`config.mk`:
```
export PLATFORM = sky130hd
export DESIGN_NAME = rsc_encoder_with_termination
export DESIGN_NICKNAME = d
export VERILOG_FILES = /design/src/hw/rtl/rsc_enc_pkg.sv /design/src/hw/rtl/rsc_enc_front.sv /design/src/hw/rtl/rsc_enc_back.sv /design/src/hw/rtl/rsc_encoder_with_termination.sv
export VERILOG_INCLUDE_DIRS = /design/src /design/src/hw/rtl
export SDC_FILE = /design/constraint.sdc
export NUM_CORES = 1
export LEC_CHECK = 0
export BUFFER_PORTS_ARGS = -buffer_cell sky130_fd_sc_hd__buf_2
export CAP_MARGIN = 40
export CORE_ASPECT_RATIO = 0.9
export CORE_UTILIZATION = 45
export CTS_CLUSTER_SIZE = 30
export DETAILED_ROUTE_END_ITERATION = 6
export PLACE_DENSITY = 0.66
export SLEW_MARGIN = 20
export SYNTH_ARGS = -nofsm -noshare
export SYNTH_HDL_FRONTEND = slang
export SYNTH_SLANG_ARGS = --single-unit
```
`constraint.sdc`:
```
create_clock -name clk -period 6.3 [get_ports clk]
set_clock_uncertainty 0.15 [all_clocks]
set_input_delay 0 -clock clk [delete_from_list [all_inputs] [get_ports clk]]
set_output_delay 0 -clock clk [all_outputs]
set_load 0.03 [all_outputs]
```
`src/hw/rtl/rsc_encoder_with_termination_macros.svh`:
```
// ----------------------------------------------------------------------------
// rsc encoder assertion macros
// shared property forms for the encoder's concurrent checks
// ----------------------------------------------------------------------------
`ifndef RSC_ENCODER_WITH_TERMINATION_MACROS_SVH
`define RSC_ENCODER_WITH_TERMINATION_MACROS_SVH

// condition holds at every clock edge out of reset
`define RSC_ASSERT_HOLDS(label, cond, msg) \
    label: assert property (@(posedge clk) disable iff (!rst_n) (cond)) else $error(msg);

// same-cycle implication
`define RSC_ASSERT_IMPLIES(label, ante, cons, msg) \
    label: assert property (@(posedge clk) disable iff (!rst_n) (ante) |-> (cons)) \
        else $error(msg);

// next-cycle implication
`define RSC_ASSERT_NEXT(label, ante, cons, msg) \
    label: assert property (@(posedge clk) disable iff (!rst_n) (ante) |=> (cons)) \
        else $error(msg);

`endif

```
`src/hw/rtl/rsc_enc_pkg.sv`:
```
// ----------------------------------------------------------------------------
// rsc encoder package
// shared types and constants of the recursive systematic convolutional encoder
// ----------------------------------------------------------------------------
package rsc_enc_pkg;

    localparam int MAX_MEMORY_DEF = 8;
    localparam int V_CAP          = 8;
    localparam int MEM_LEN_W      = 4;
    localparam int TAP_W          = 9;
    localparam int CFG_DATA_W     = 9;
    localparam int CFG_IDX_W      = 2;

    localparam logic [MEM_LEN_W-1:0] MEM_LEN_RESET = MEM_LEN_W'(3);
    localparam logic [TAP_W-1:0]     FB_TAPS_RESET = TAP_W'(11);
    localparam logic [TAP_W-1:0]     OUT_TAPS_RESET = TAP_W'(13);

    localparam logic [CFG_IDX_W-1:0] REG_MEMORY_LENGTH = CFG_IDX_W'(0);
    localparam logic [CFG_IDX_W-1:0] REG_FEEDBACK_TAPS = CFG_IDX_W'(1);
    localparam logic [CFG_IDX_W-1:0] REG_OUTPUT_TAPS   = CFG_IDX_W'(2);

    typedef struct packed {
        logic data_bit;
        logic block_end;
    } item_t;

    typedef struct packed {
        logic  valid;
        item_t item;
    } queue_head_t;

    typedef struct packed {
        logic [MEM_LEN_W-1:0] v;
        logic [TAP_W-1:0]     fb_taps;
        logic [TAP_W-1:0]     out_taps;
        logic                 clear;
    } cfg_t;

endpackage

```
`src/hw/rtl/rsc_enc_front.sv`:
```
// ----------------------------------------------------------------------------
// rsc encoder front end
// accepts input items into a two-entry queue ahead of the trellis engine
// ----------------------------------------------------------------------------
module rsc_enc_front (
    input  logic                      clk,
    input  logic                      rst_n,
    input  logic                      data_valid,
    output logic                      data_ready,
    input  logic                      data_bit,
    input  logic                      block_end,
    output rsc_enc_pkg::queue_head_t  head,
    input  logic                      pop
);
    import rsc_enc_pkg::*;

    item_t      entry_reg [2];
    logic       wr_ptr_reg;
    logic       wr_ptr_next;
    logic       rd_ptr_reg;
    logic       rd_ptr_next;
    logic [1:0] count_reg;
    logic [1:0] count_next;
    logic       push;

    assign data_ready = (count_reg != 2'd2);
    assign push       = data_valid && data_ready;
    assign head.valid = (count_reg != 2'd0);
    assign head.item  = entry_reg[rd_ptr_reg];

    always_comb
    begin
        wr_ptr_next = push ? ~wr_ptr_reg : wr_ptr_reg;
        rd_ptr_next = pop ? ~rd_ptr_reg : rd_ptr_reg;
        count_next  = count_reg;
        if (push && !pop)
        begin
            count_next = count_reg + 2'd1;
        end
        else if (pop && !push)
        begin
            count_next = count_reg - 2'd1;
        end
    end

    always_ff @(posedge clk or negedge rst_n)
    begin
        if (!rst_n)
        begin
            wr_ptr_reg <= 1'b0;
            rd_ptr_reg <= 1'b0;
            count_reg  <= 2'd0;
        end
        else
        begin
            wr_ptr_reg <= wr_ptr_next;
            rd_ptr_reg <= rd_ptr_next;
            count_reg  <= count_next;
        end
    end

    always_ff @(posedge clk)
    begin
        if (push)
        begin
            entry_reg[wr_ptr_reg] <= '{data_bit: data_bit, block_end: block_end};
        end
    end

endmodule

```
`src/hw/rtl/rsc_enc_back.sv`:
```
// ----------------------------------------------------------------------------
// rsc encoder trellis engine
// runs one trellis step per cycle, data steps then tail steps, into a result register; a held result stalls it
// ----------------------------------------------------------------------------
`include "rsc_encoder_with_termination_macros.svh"

module rsc_enc_back #(
    parameter int SR_W = rsc_enc_pkg::V_CAP
) (
    input  logic                     clk,
    input  logic                     rst_n,
    input  rsc_enc_pkg::cfg_t        cfg,
    input  rsc_enc_pkg::queue_head_t head,
    output logic                     pop,
    output logic                     result_valid,
    input  logic                     result_ready,
    output logic                     parity_bit,
    output logic                     systematic_bit,
    output logic                     is_tail,
    output logic                     last
);
    import rsc_enc_pkg::*;

    logic [SR_W-1:0]      sr_reg;
    logic [SR_W-1:0]      sr_next;
    logic [MEM_LEN_W-1:0] tail_cnt_reg;
    logic [MEM_LEN_W-1:0] tail_cnt_next;
    logic                 result_valid_reg;
    logic                 result_valid_next;
    logic                 parity_reg;
    logic                 sys_reg;
    logic                 tail_reg;
    logic                 last_reg;

    logic [SR_W-1:0]      mask;
    logic [SR_W-1:0]      sr_m;
    logic [TAP_W-1:0]     sr_ext;
    logic                 emit_ok;
    logic                 do_tail;
    logic                 do_data;
    logic                 tail_in;
    logic                 in_bit;
    logic                 fb;
    logic                 par;
    logic [SR_W-1:0]      step_sr;

    assign emit_ok = !result_valid_reg || result_ready;
    assign do_tail = emit_ok && (tail_cnt_reg != '0);
    assign do_data = emit_ok && (tail_cnt_reg == '0) && head.valid;
    assign pop     = do_data;

    always_comb
    begin
        for (int i = 0; i < SR_W; i++)
        begin
            mask[i] = (i < int'(cfg.v));
        end
        sr_m    = sr_reg & mask;
        sr_ext  = TAP_W'(sr_m);
        tail_in = ^(sr_ext & cfg.fb_taps);
        in_bit  = do_tail ? tail_in : head.item.data_bit;
        fb      = ^((sr_ext | (TAP_W'(in_bit) << cfg.v)) & cfg.fb_taps);
        par     = ^((sr_ext | (TAP_W'(fb) << cfg.v)) & cfg.out_taps);
        step_sr = ((sr_m >> 1) | (SR_W'(fb) << (cfg.v - MEM_LEN_W'(1)))) & mask;
    end

    always_comb
    begin
        sr_next           = sr_reg;
        tail_cnt_next     = tail_cnt_reg;
        result_valid_next = result_valid_reg && !result_ready;
        if (do_tail)
        begin
            sr_next           = step_sr;
            tail_cnt_next     = tail_cnt_reg - MEM_LEN_W'(1);
            result_valid_next = 1'b1;
        end
        else if (do_data)
        begin
            sr_next           = step_sr;
            tail_cnt_next     = head.item.block_end ? cfg.v : '0;
            result_valid_next = 1'b1;
        end
        if (cfg.clear)
        begin
            sr_next = '0;
        end
    end

    always_ff @(posedge clk or negedge rst_n)
    begin
        if (!rst_n)
        begin
            sr_reg           <= '0;
            tail_cnt_reg     <= '0;
            result_valid_reg <= 1'b0;
        end
        else
        begin
            sr_reg           <= sr_next;
            tail_cnt_reg     <= tail_cnt_next;
            result_valid_reg <= result_valid_next;
        end
    end

    always_ff @(posedge clk)
    begin
        if (do_tail || do_data)
        begin
            parity_reg <= par;
            sys_reg    <= in_bit;
            tail_reg   <= do_tail;
            last_reg   <= do_tail && (tail_cnt_reg == MEM_LEN_W'(1));
        end
    end

    assign result_valid   = result_valid_reg;
    assign parity_bit     = parity_reg;
    assign systematic_bit = sys_reg;
    assign is_tail        = tail_reg;
    assign last           = last_reg;

    `RSC_ASSERT_HOLDS(a_tail_cnt_bound, tail_cnt_reg <= cfg.v, "tail count above memory length")
    `RSC_ASSERT_IMPLIES(a_last_is_tail, result_valid_reg && last_reg, tail_reg, "last on data step")
    `RSC_ASSERT_IMPLIES(a_pop_no_tail, pop, tail_cnt_reg == '0, "item taken during termination")
    `RSC_ASSERT_NEXT(a_tail_start, do_data && head.item.block_end, tail_cnt_reg == $past(cfg.v), "tail run not started")

endmodule

```
`src/hw/rtl/rsc_encoder_with_termination.sv`:
```
// ----------------------------------------------------------------------------
// rsc encoder with termination
// recursive systematic convolutional encoder, one data bit per item, v tail
// steps after each block end item. Items enter a two-entry queue; while
// results are taken, the trellis engine pops one item per cycle and computes
// one result per cycle into a result register, so plain items flow at one per
// cycle. A block end item then holds the single trellis step unit for v tail
// steps, during which the queue absorbs up to two further items. Configuration
// writes clear the shift register and must be made while the encoder is idle.
// ----------------------------------------------------------------------------
module rsc_encoder_with_termination #(
    parameter int MAX_MEMORY = rsc_enc_pkg::MAX_MEMORY_DEF
) (
    input  logic                                  clk,
    input  logic                                  rst_n,
    input  logic                                  cfg_we,
    input  logic [rsc_enc_pkg::CFG_IDX_W-1:0]     cfg_index,
    input  logic [rsc_enc_pkg::CFG_DATA_W-1:0]    cfg_data,
    input  logic                                  data_valid,
    output logic                                  data_ready,
    input  logic                                  data_bit,
    input  logic                                  block_end,
    output logic                                  result_valid,
    input  logic                                  result_ready,
    output logic                                  parity_bit,
    output logic                                  systematic_bit,
    output logic                                  is_tail,
    output logic                                  last
);
    import rsc_enc_pkg::*;

    localparam int V_LIMIT = (MAX_MEMORY < V_CAP) ? MAX_MEMORY : V_CAP;

    logic [MEM_LEN_W-1:0] mem_len_reg;
    logic [TAP_W-1:0]     fb_taps_reg;
    logic [TAP_W-1:0]     out_taps_reg;
    logic [MEM_LEN_W-1:0] v_eff;
    cfg_t                 cfg;
    queue_head_t          head;
    logic                 pop;

    always_ff @(posedge clk or negedge rst_n)
    begin
        if (!rst_n)
        begin
            mem_len_reg  <= MEM_LEN_RESET;
            fb_taps_reg  <= FB_TAPS_RESET;
            out_taps_reg <= OUT_TAPS_RESET;
        end
        else if (cfg_we)
        begin
            case (cfg_index)
                REG_MEMORY_LENGTH: mem_len_reg  <= cfg_data[MEM_LEN_W-1:0];
                REG_FEEDBACK_TAPS: fb_taps_reg  <= cfg_data[TAP_W-1:0];
                REG_OUTPUT_TAPS:   out_taps_reg <= cfg_data[TAP_W-1:0];
                default:           ;
            endcase
        end
    end

    always_comb
    begin
        if (mem_len_reg == '0)
        begin
            v_eff = MEM_LEN_W'(1);
        end
        else if (mem_len_reg > MEM_LEN_W'(V_LIMIT))
        begin
            v_eff = MEM_LEN_W'(V_LIMIT);
        end
        else
        begin
            v_eff = mem_len_reg;
        end
    end

    assign cfg.v        = v_eff;
    assign cfg.fb_taps  = fb_taps_reg;
    assign cfg.out_taps = out_taps_reg;
    assign cfg.clear    = cfg_we && ((cfg_index == REG_MEMORY_LENGTH)
                                  || (cfg_index == REG_FEEDBACK_TAPS)
                                  || (cfg_index == REG_OUTPUT_TAPS));

    rsc_enc_front u_front (
        .clk        (clk),
        .rst_n      (rst_n),
        .data_valid (data_valid),
        .data_ready (data_ready),
        .data_bit   (data_bit),
        .block_end  (block_end),
        .head       (head),
        .pop        (pop)
    );

    rsc_enc_back #(
        .SR_W (V_LIMIT)
    ) u_back (
        .clk            (clk),
        .rst_n          (rst_n),
        .cfg            (cfg),
        .head           (head),
        .pop            (pop),
        .result_valid   (result_valid),
        .result_ready   (result_ready),
        .parity_bit     (parity_bit),
        .systematic_bit (systematic_bit),
        .is_tail        (is_tail),
        .last           (last)
    );

endmodule

```
After elaboration in Yosys (flattened, before gate mapping)
Memory sizes are Yosys's and may differ from the RTL's.
Cells that the tools add are included.
{ "totals": {"ff_bits": 43, "ram_bits": 4, "in_bits": 18, "out_inout_bits": 6, "wordCells": 90, "mem_count": 1} }
{ "classes": {"n_addsub": 4, "order_cmp": 9, "n_eq_ne": 4, "shift": 3, "muxes": 15, "bitwise_logic": 10, "reduce_logical": 31} }
{ "memory_table": {"columns": ["memory", "depth", "width", "rd", "rd_clocked_by_memory_dff", "wr", "line_no", "rtl"], "rows": [
  ["u_front.entry_reg", 2, 2, 1, 0, 1, "rsc_enc_front.sv:17", "item_t entry_reg [2];"]
]} }
{ "ops": {"columns": ["cell", "n"], "rows": [
  ["parity 9 bit", 3],
  ["2-to-1 mux 8 bit", 3],
  ["2-to-1 mux 4 bit", 5],
  ["bitwise AND 9 bit", 2],
  ["bitwise OR 8 x 9 -> 9 bit", 2],
  ["left shift 1 x 4 -> 9 bit", 2],
  ["bitwise AND 8 bit", 2],
  ["< comparator 3 x 4 -> 1 bit, first input constant", 4],
  ["bitwise AND 8 x 9 -> 9 bit", 1],
  ["logical AND 1 bit", 9],
  ["logical NOT 4 bit", 2],
  ["< comparator 1 x 4 -> 1 bit, first input constant", 2],
  ["< comparator 2 x 4 -> 1 bit, first input constant", 2],
  ["bitwise OR 7 x 8 -> 8 bit", 1],
  ["left shift 1 x 4 -> 8 bit", 1],
  ["subtractor 4 x 1 -> 4 bit, second input constant", 2],
  ["AND reduction 2 bit", 3],
  ["nonzero test 2 bit", 3],
  ["2-to-1 mux 1 bit", 5],
  ["== test 4 x 1 -> 1 bit, second input constant", 1],
  ["greater-than comparator 4 bit, second input constant", 1],
  ["logical NOT 1 bit", 4],
  ["logical OR 1 bit", 4],
  ["2-to-1 mux 2 bit", 2],
  ["other kinds (9)", 10]
]} }

Longest topological paths before layout
Gate-level depths: netlist of run 1.
{ "logic_depth": {"word_depth": 18, "ltp_mapped": 21, "depth_no_buf": 18} }

By module
Synthesis of run 1 repeated with hierarchy kept, for this count alone.
{ "hier_totals": {"cells_unflattened": 307, "hier_area_um2": 3029.2} }
{ "modules_own_cells": {"columns": ["module", "instances", "cells_each", "area_per_inst_um2", "seq_area_each_um2"], "rows": [
  ["rsc_enc_back", 1, 230, 1788.0, 445.4],
  ["rsc_encoder_with_termination", 1, 53, 887.1, 560.5],
  ["rsc_enc_front", 1, 24, 354.1, 220.2]
]} }

Worst setup path after synthesis of run 1
Ideal clock, no wire load.
{ "synth_path": {"path_kind": "register -> register", "start": "reg mem_len_reg[1]", "end": "reg u_back.parity_reg, in the netlist u_back.parity_bit, data pin", "setup_ns": 0.268, "arrival_ns": 4.906, "slack_ns": 0.976, "stages_incl_launch_ff": 20, "n_path_buf": 2, "synth_period_minus_slack_ns": 5.324, "path_cell_list": "dfstp_2 clkbuf_1 nor2_1 nor2_1 or2_2 clkbuf_1 clkinv_1 ha_1 o21ai_0 and3_1 xnor3_2 xor2_1 a21o_1 o32a_1 xnor2_1 xnor3_1 o31a_1 mux2i_1 xor3_2 xnor3_1"} }
{ "synth_via": {"elab_chain_cells": 16, "word_cells_on_any_way": 24, "classes_between": "order compare: 9; shift: 2; mux: 3; bitwise: 6; reduce/logical: 4"} }
{ "synth_lines": {"columns": ["item", "line_no", "rtl"], "rows": [
  ["start: declaration", "rsc_encoder_with_termination.sv:34", "logic [MEM_LEN_W-1:0] mem_len_reg;"],
  ["start signal: assignment", "rsc_encoder_with_termination.sv:53", "REG_MEMORY_LENGTH: mem_len_reg <= cfg_data[MEM_LEN_W-1:0];"],
  ["greater-than comparator 4 bit", "rsc_encoder_with_termination.sv:67", "else if (mem_len_reg > MEM_LEN_W'(V_LIMIT))"],
  ["2-to-1 mux 4 bit", "rsc_encoder_with_termination.sv:67", null],
  ["2-to-1 mux 4 bit (*)", "rsc_encoder_with_termination.sv:63", "if (mem_len_reg == '0)"],
  ["< comparator 1 x 4 -> 1 bit (tied with other cells)", "rsc_enc_back.sv:56", "mask[i] = (i < int'(cfg.v));"],
  ["bitwise AND 8 bit", "rsc_enc_back.sv:58", "sr_m = sr_reg & mask;"],
  ["bitwise AND 8 x 9 -> 9 bit", "rsc_enc_back.sv:60", "tail_in = ^(sr_ext & cfg.fb_taps);"],
  ["parity 9 bit", "rsc_enc_back.sv:60", null],
  ["2-to-1 mux 1 bit", "rsc_enc_back.sv:61", "in_bit = do_tail ? tail_in : head.item.data_bit;"],
  ["left shift 1 x 4 -> 9 bit", "rsc_enc_back.sv:62", "fb = ^((sr_ext | (TAP_W'(in_bit) << cfg.v)) & cfg.fb_taps);"],
  ["bitwise OR 8 x 9 -> 9 bit", "rsc_enc_back.sv:62", null],
  ["bitwise AND 9 bit", "rsc_enc_back.sv:62", null],
  ["parity 9 bit", "rsc_enc_back.sv:62", null],
  ["left shift 1 x 4 -> 9 bit", "rsc_enc_back.sv:63", "par = ^((sr_ext | (TAP_W'(fb) << cfg.v)) & cfg.out_taps);"],
  ["bitwise OR 8 x 9 -> 9 bit (*)", "rsc_enc_back.sv:63", null],
  ["bitwise AND 9 bit (*)", "rsc_enc_back.sv:63", null],
  ["parity 9 bit (*)", "rsc_enc_back.sv:63", null],
  ["via u_back.par", "rsc_enc_back.sv:44", "logic par;"],
  ["end signal: assignment", "rsc_enc_back.sv:110", "parity_reg <= par;"],
  ["end: declaration", "rsc_enc_back.sv:30", "logic parity_reg;"]
]} }
Mark *: on every way through the listed nets, which the timed path passes. The rest lies on a longest branch.
A chain may end at the register's enable or synchronous reset.

Worst setup path after layout of run 1
{ "layout_path": {"start": "reg mem_len_reg[2]", "end": "reg u_back.parity_reg, in the netlist u_back.parity_bit, data pin"} }
Same word-level chain as after synthesis.

==> results_dict.tcl, run 1 <==
set metrics [dict create \
    status "completed" \
    tns_ns 0 \
    numCtsBuffers 5 \
    ir_drop_v 0.000155 \
    rsz0062_at_grt "false" \
    fp-row-count 27 \
    netlist_instances 291 \
    cp.arrival_ns 5.72 \
    totalWireLength_um 6860 \
    regToRegStartpoint "mem_len_reg[2]$_DFFE_PN0P_" \
    hold_viol_final 0 \
    grt_overflow 0 \
    via_per_inst 5.69 \
    worst_pin_slew_ns 0.772 \
    synth.avg_cell_area_um2 9.97 \
    crit_path_start "mem_len_reg[2]$_DFFE_PN0P_" \
    grt_pass1_wl_um 11400 \
    synth_fp_nets 316 \
    drc_errors 0 \
    cp_slowest_cell "dfrtp_1" \
    finalInstanceArea_mm2 0.00339 \
    slew_headroom_pct 47.8 \
    p_per_area_mw_per_mm2 312 \
    setup_viol_count_final 0 \
    die_area_mm2 0.00677 \
    fmax_mhz 172 \
    power_leakage_nw 1.42 \
    antenna_left 0 \
    worstPathMaxFanout 19 \
    period_minus_slack_ns 5.83 \
    htreeDepth 2 \
    drive_above_1_share_pct 22.4 \
    antenna_found_initial 0 \
    ys_types 54 \
    first_global_vias 2312 \
    critPathMaxStageDelay_ns 0.71 \
    maxCapViolCount 0 \
    ys_seq_area_share_pct 42.3 \
    cp-endpoint "u_back.parity_bit$_DFFE_PP_" \
    crit_type "register to register" \
    yosys_warnings 0 \
    post_cts_buffers 0 \
    cts_tree "done" \
    rrSetupSlack_ns 0.47 \
    vias 2378 \
    slew_viol_final 0 \
    final_common_cell "dfrtp_1" \
    synth_ff_type "dfrtp_1" \
    final_cell_mix "dfrtp_1, nand2_1, nor2_1, mux2_2, buf_2" \
    chipHeight_um 78.2 \
    detail_route.wl_per_cell_um 16.4 \
    critPathCaptureType "register" \
    reg2reg_depth 18 \
    cts_buffer_depth 2 \
    diodes 0 \
    cp.required_ns 6.19 \
    synth_edf_count 8 \
    io_pins 24 \
    die_w_um 86.6 \
    path_cells "nor2_1 > nor2_1 > or2_2 > clkinv_1 > ha_1 > or3_1 > nand3_1 > xnor2_1 > xnor2_1 > xor2_1 > a21o_1 > o32a_1 > xnor2_1 > xnor3_1 > o31a_1 > mux2i_1 > xor3_2 > xnor3_1" \
    core_mm2 0.00618 \
    root_buffer "clkbuf_8" \
    clk_pin_slew_worst_paths_ns 0.08 \
    r2r-end "u_back.parity_bit$_DFFE_PP_" \
    hp-class "primary input to register" \
    dr.pass1.iters 5 \
    grt_usage_pct 22.1 \
    synth_area_mm2 0.00290 \
    drt_iter0_drc 225 \
    ys_ff_latch 47 \
    gp_congestion 0.936 \
    ys_async_sr_fraction_pct 83.0 \
    io_buffers 23 \
    start_util_pct 46.9 \
    grt_max_degree 23 \
    place_hpwl_um 5220 \
    placed_cell_area_mm2 0.00313 \
    critPathLaunchType "register" \
    syn_to_final_growth_pct 16.7 \
    layout.nets 355 \
    fin_crit_sh_pct 92.5 \
    whs_path_depth 3 \
    cp_common_cell "xnor2_1" \
    numClockSinks 47 \
    clk_latency_ns 0.30 \
]
## cell families (layout without fill, tap and decap cells)
family / after synthesis / in the layout / share of synthesized area [%]
XOR/XNOR: 22 / 22 / 8.67
AND/OR/NAND/NOR: 103 / 103 / 17.6
buffers and inverters: 21 / 61 / 3.15
AO/OA/AOI/OAI: 63 / 63 / 14.6
flip-flops: 47 / 47 / 42.3
multiplexers: 28 / 28 / 10.7
adder cells (fa/ha/maj): 7 / 7 / 3.02
## stage by stage
step	cells	power, mW	hold WS (ns)	utilization (%)	setup slack (ns)
after detailed placement	396	0.834	-0.160	50.7	0.594
after floorplan	291	0.731	-0.446	-	0.976
final	418	1.06	0.0222	54.8	0.470
after global routing	418	1.13	0.0583	54.8	0.133
after global placement	395	0.825	0.0139	50.2	0.747
after CTS	418	1.06	0.0187	54.8	0.545
## critical path: cells and delay by family, from the launching register on
family / cells / cell delay [ns]
compound gates: 3 / 0.96
simple gates: 5 / 0.93
flops: 1 / 0.71
buf+inv: 1 / 0.29
fa+ha+maj: 1 / 0.32
xor+xnor: 7 / 2.04
mux: 1 / 0.18
## worst min-delay path by stage
stage,start,endpoint
floorplan,rst_n,fb_taps_reg[2]$_DFFE_PN0P_
finish,cfg_index[1],mem_len_reg[3]$_DFFE_PN0P_
detailed placement,rst_n,u_back.tail_cnt_reg[3]$_DFFE_PN0P_
global placement,rst_n,fb_taps_reg[7]$_DFFE_PN0P_
CTS,cfg_index[1],mem_len_reg[3]$_DFFE_PN0P_
global route,cfg_index[0],mem_len_reg[1]$_DFFE_PN1P_
## layer usage
| metal | track usage, % | routed length, um | vias to the layer above |
|---|---|---|---|
| li1 | - | - | 1129 |
| met5 | 0 | 0 | - |
| met2 | 33.9 | 3080 | 72 |
| met1 | 31.5 | 3290 | 1162 |
| met4 | 7.33 | 150 | 0 |
| met3 | 4.21 | 337 | 15 |
## cells in the mapped netlist, types with 2 or more instances
cell type | count | area (um^2)
a21o_1 | 3 | 22.5
a21oi_1 | 14 | 70.1
a31oi_1 | 4 | 25.0
a32o_1 | 3 | 30.0
a32oi_1 | 3 | 26.3
and3_1 | 5 | 31.3
clkbuf_1 | 7 | 26.3
dfrtp_1 | 31 | 776
dfstp_2 | 8 | 210
edfxtp_1 | 8 | 240
ha_1 | 7 | 87.6
inv_1 | 10 | 37.5
mux2_2 | 24 | 270
mux2i_1 | 4 | 40.0
nand2_1 | 27 | 101
nand2b_1 | 3 | 18.8
nand3_1 | 11 | 55.1
nand3b_1 | 4 | 30.0
nand4_1 | 5 | 31.3
nor2_1 | 25 | 93.8
nor2b_1 | 6 | 37.5
nor3_1 | 5 | 25.0
o211ai_1 | 4 | 30.0
o21ai_0 | 18 | 90.1
o21bai_1 | 2 | 15.0
o31ai_1 | 3 | 22.5
or2_2 | 2 | 12.5
or3_1 | 2 | 12.5
xnor2_1 | 11 | 96.3
xnor3_1 | 2 | 45.0
xor2_1 | 7 | 61.3
## area by class of cell
type,instances,area (um^2)
multi-input combinational,223,1580
sequential,47,1230
timing repair buffer,42,313
inverter,11,41.3
clock inverter,1,5.00
clock buffer,7,108
tap,87,109
fill,572,2800
## repair_timing
item / in CTS / in global routing
hold buffers: 14 / 0
endpoints found under the setup margin: 0 / 0
resized for setup: 0 / 0
hold endpoints to repair: 63 / 0
## power breakdown
part           internal, mW  leakage, nW  switching [mW]
combinational         0.155        0.823           0.224
sequential            0.391        0.540          0.0709
clock                 0.113       0.0594           0.103
Note: power is estimated with default switching activity, not from simulation.
==> inputs of run 2 (changes only) <==
CORE_MARGIN = 2   (was unset)
CTS_CLUSTER_SIZE = 16   (was 30)
==> run 2 against run 1 <==
Sequential power decreased by 1%. Register-to-register slack improved by 0.06 ns. Clock-buffer cell count down 1. Wire length is 0.58% lower. Global-route usage down 1.8 points. First-iteration DRC count decreased by 32%. Die area grew 4.9%. Maximum frequency grew 1.1%. Via count fell by 1.9%.
==> results_dict.tcl, run 2 (synthesized netlist as in run 1, its figures left out) <==
set metrics [dict create \
    status "completed" \
    met1_usage_pct 29.2 \
    critPathCaptureType "register" \
    numClockSinks 47 \
    root_buffer "clkbuf_8" \
    fin_crit_sh_pct 91.6 \
    crit_path_start "mem_len_reg[1]$_DFFE_PN1P_" \
    numCtsBuffers 5 \
    grt_max_degree 22 \
    r2r-end "u_back.parity_bit$_DFFE_PP_" \
    worstPathMaxFanout 12 \
    die_area_mm2 0.00711 \
    drive_above_1_share_pct 22.6 \
    cp.required_ns 6.20 \
    io_pins 24 \
    p_per_area_mw_per_mm2 317 \
    antenna_found_initial 0 \
    rrSetupSlack_ns 0.53 \
    final_common_cell "dfrtp_1" \
    power_leakage_nw 1.43 \
    clk_latency_ns 0.31 \
    grt_overflow 0 \
    cp.arrival_ns 5.67 \
    drc_errors 0 \
    syn_to_final_growth_pct 17.2 \
    diodes 0 \
    start_util_pct 46.9 \
    hp-class "primary input to register" \
    gp_congestion 0.946 \
    fmax_mhz 173 \
    layout.nets 356 \
    gr-usage-met2_pct 32.1 \
    vias 2333 \
    via_per_inst 5.57 \
    slew_viol_final 0 \
    clk_pin_slew_worst_paths_ns 0.09 \
    crit_type "register to register" \
    top_usage_layer "met2" \
    maxCapViolCount 0 \
    period_minus_slack_ns 5.77 \
    intPower_uw 678 \
    place_hpwl_um 5320 \
    postCtsHoldBufs 14 \
    dr.pass1.iters 5 \
    die_w_um 88.6 \
    grt_usage_pct 20.3 \
    critPathLaunchType "register" \
    slew_headroom_pct 56.0 \
    hold_viol_final 0 \
    netSwitchingFraction_pct 37.2 \
    regToRegStartpoint "mem_len_reg[1]$_DFFE_PN1P_" \
    rsz0062_at_grt "false" \
    pwr-share-clk_pct 22.0 \
    tns_ns 0 \
    post_cts_buffers 0 \
    core_mm2 0.00618 \
    cts_buffer_depth 2 \
    seqPwrFrac_pct 42.3 \
    reg2reg_depth 17 \
    grt_pass1_wl_um 11100 \
    post_cts_resized 0 \
    cts_tree "done" \
    chipHeight_um 80.2 \
    use_met3_pct 3.39 \
    cp-endpoint "u_back.parity_bit$_DFFE_PP_" \
    antenna_left 0 \
    fp-row-count 27 \
    power_frac_comb_pct 35.8 \
    finalPower_mw 1.08 \
    worst_pin_slew_ns 0.651 \
    totalWireLength_um 6820 \
    detail_route.wl_per_cell_um 16.3 \
    htreeDepth 2 \
    drt_iter0_drc 153 \
    final_cell_mix "dfrtp_1, nand2_1, nor2_1, mux2_2, buf_2" \
    p_sw_uw 402 \
    io_buffers 23 \
    setup_viol_count_final 0 \
    first_global_vias 2258 \
    ir_drop_v 0.000139 \
]
run 2: final cells by class:
type,count,area [um^2]
Fill cell,579,2780
Multi-Input combinational cell,223,1580
Sequential cell,47,1230
Timing Repair Buffer,43,320
Tap cell,87,109
Clock buffer,6,82.6
Inverter,11,41.3
Clock inverter,2,38.8
run 2: worst min path at each step:
stage,endpoint,cells after the start,start
floorplan,fb_taps_reg[2]$_DFFE_PN0P_,0,rst_n
global placement,u_back.sr_reg[7]$_DFFE_PN0P_,1,rst_n
detailed placement,u_back.sr_reg[7]$_DFFE_PN0P_,1,rst_n
CTS,u_back.sr_reg[2]$_DFFE_PN0P_,3,cfg_index[1]
global route,u_back.sr_reg[2]$_DFFE_PN0P_,3,cfg_index[1]
finish,mem_len_reg[0]$_DFFE_PN1P_,3,cfg_index[0]
run 2: routing by layer:
metal,vias to the layer above,wire (um)
met5,-,0
met4,0,77
met3,9,323
met2,69,3060
met1,1129,3360
li1,1126,-
run 2: through the flow:
| step | area [um^2] | setup slack (ns) | utilization, % | hold slack (ns) | instances |
|---|---|---|---|---|---|
| after floorplan | 2900 | 0.976 | - | -0.446 | 291 |
| after global placement | 3110 | 0.813 | 50.4 | 0.0206 | 396 |
| after detailed placement | 3140 | 0.578 | 50.8 | -0.157 | 397 |
| after CTS | 3400 | 0.560 | 55.0 | 0.00809 | 419 |
| after global routing | 3400 | 0.257 | 55.0 | 0.0358 | 419 |
| final | 3400 | 0.531 | 55.0 | 0.0138 | 419 |
run 2: critical path: stages, from the launching register on:
cell and delay, ns:
dfstp_2 0.62, nor2_1 0.06, nor2_1 0.07, or2_2 0.20
clkinv_1 0.28, ha_1 0.28, o21ai_0 0.33, and3_1 0.27
xnor3_2 0.37, xor2_1 0.21, a21o_1 0.25, o32a_1 0.35
xnor2_1 0.18, xnor3_1 0.63, o31a_1 0.36, mux2i_1 0.18
xor3_2 0.37, xnor3_1 0.35
run 2: power groups by stage:
stage	clock network [mW]	logic, mW	registers (mW)
after global placement	0	0.369	0.459
after global routing	0.254	0.426	0.466
after CTS	0.242	0.384	0.456
after detailed placement	0	0.376	0.462
after floorplan	0	0.277	0.454
final	0.237	0.386	0.456
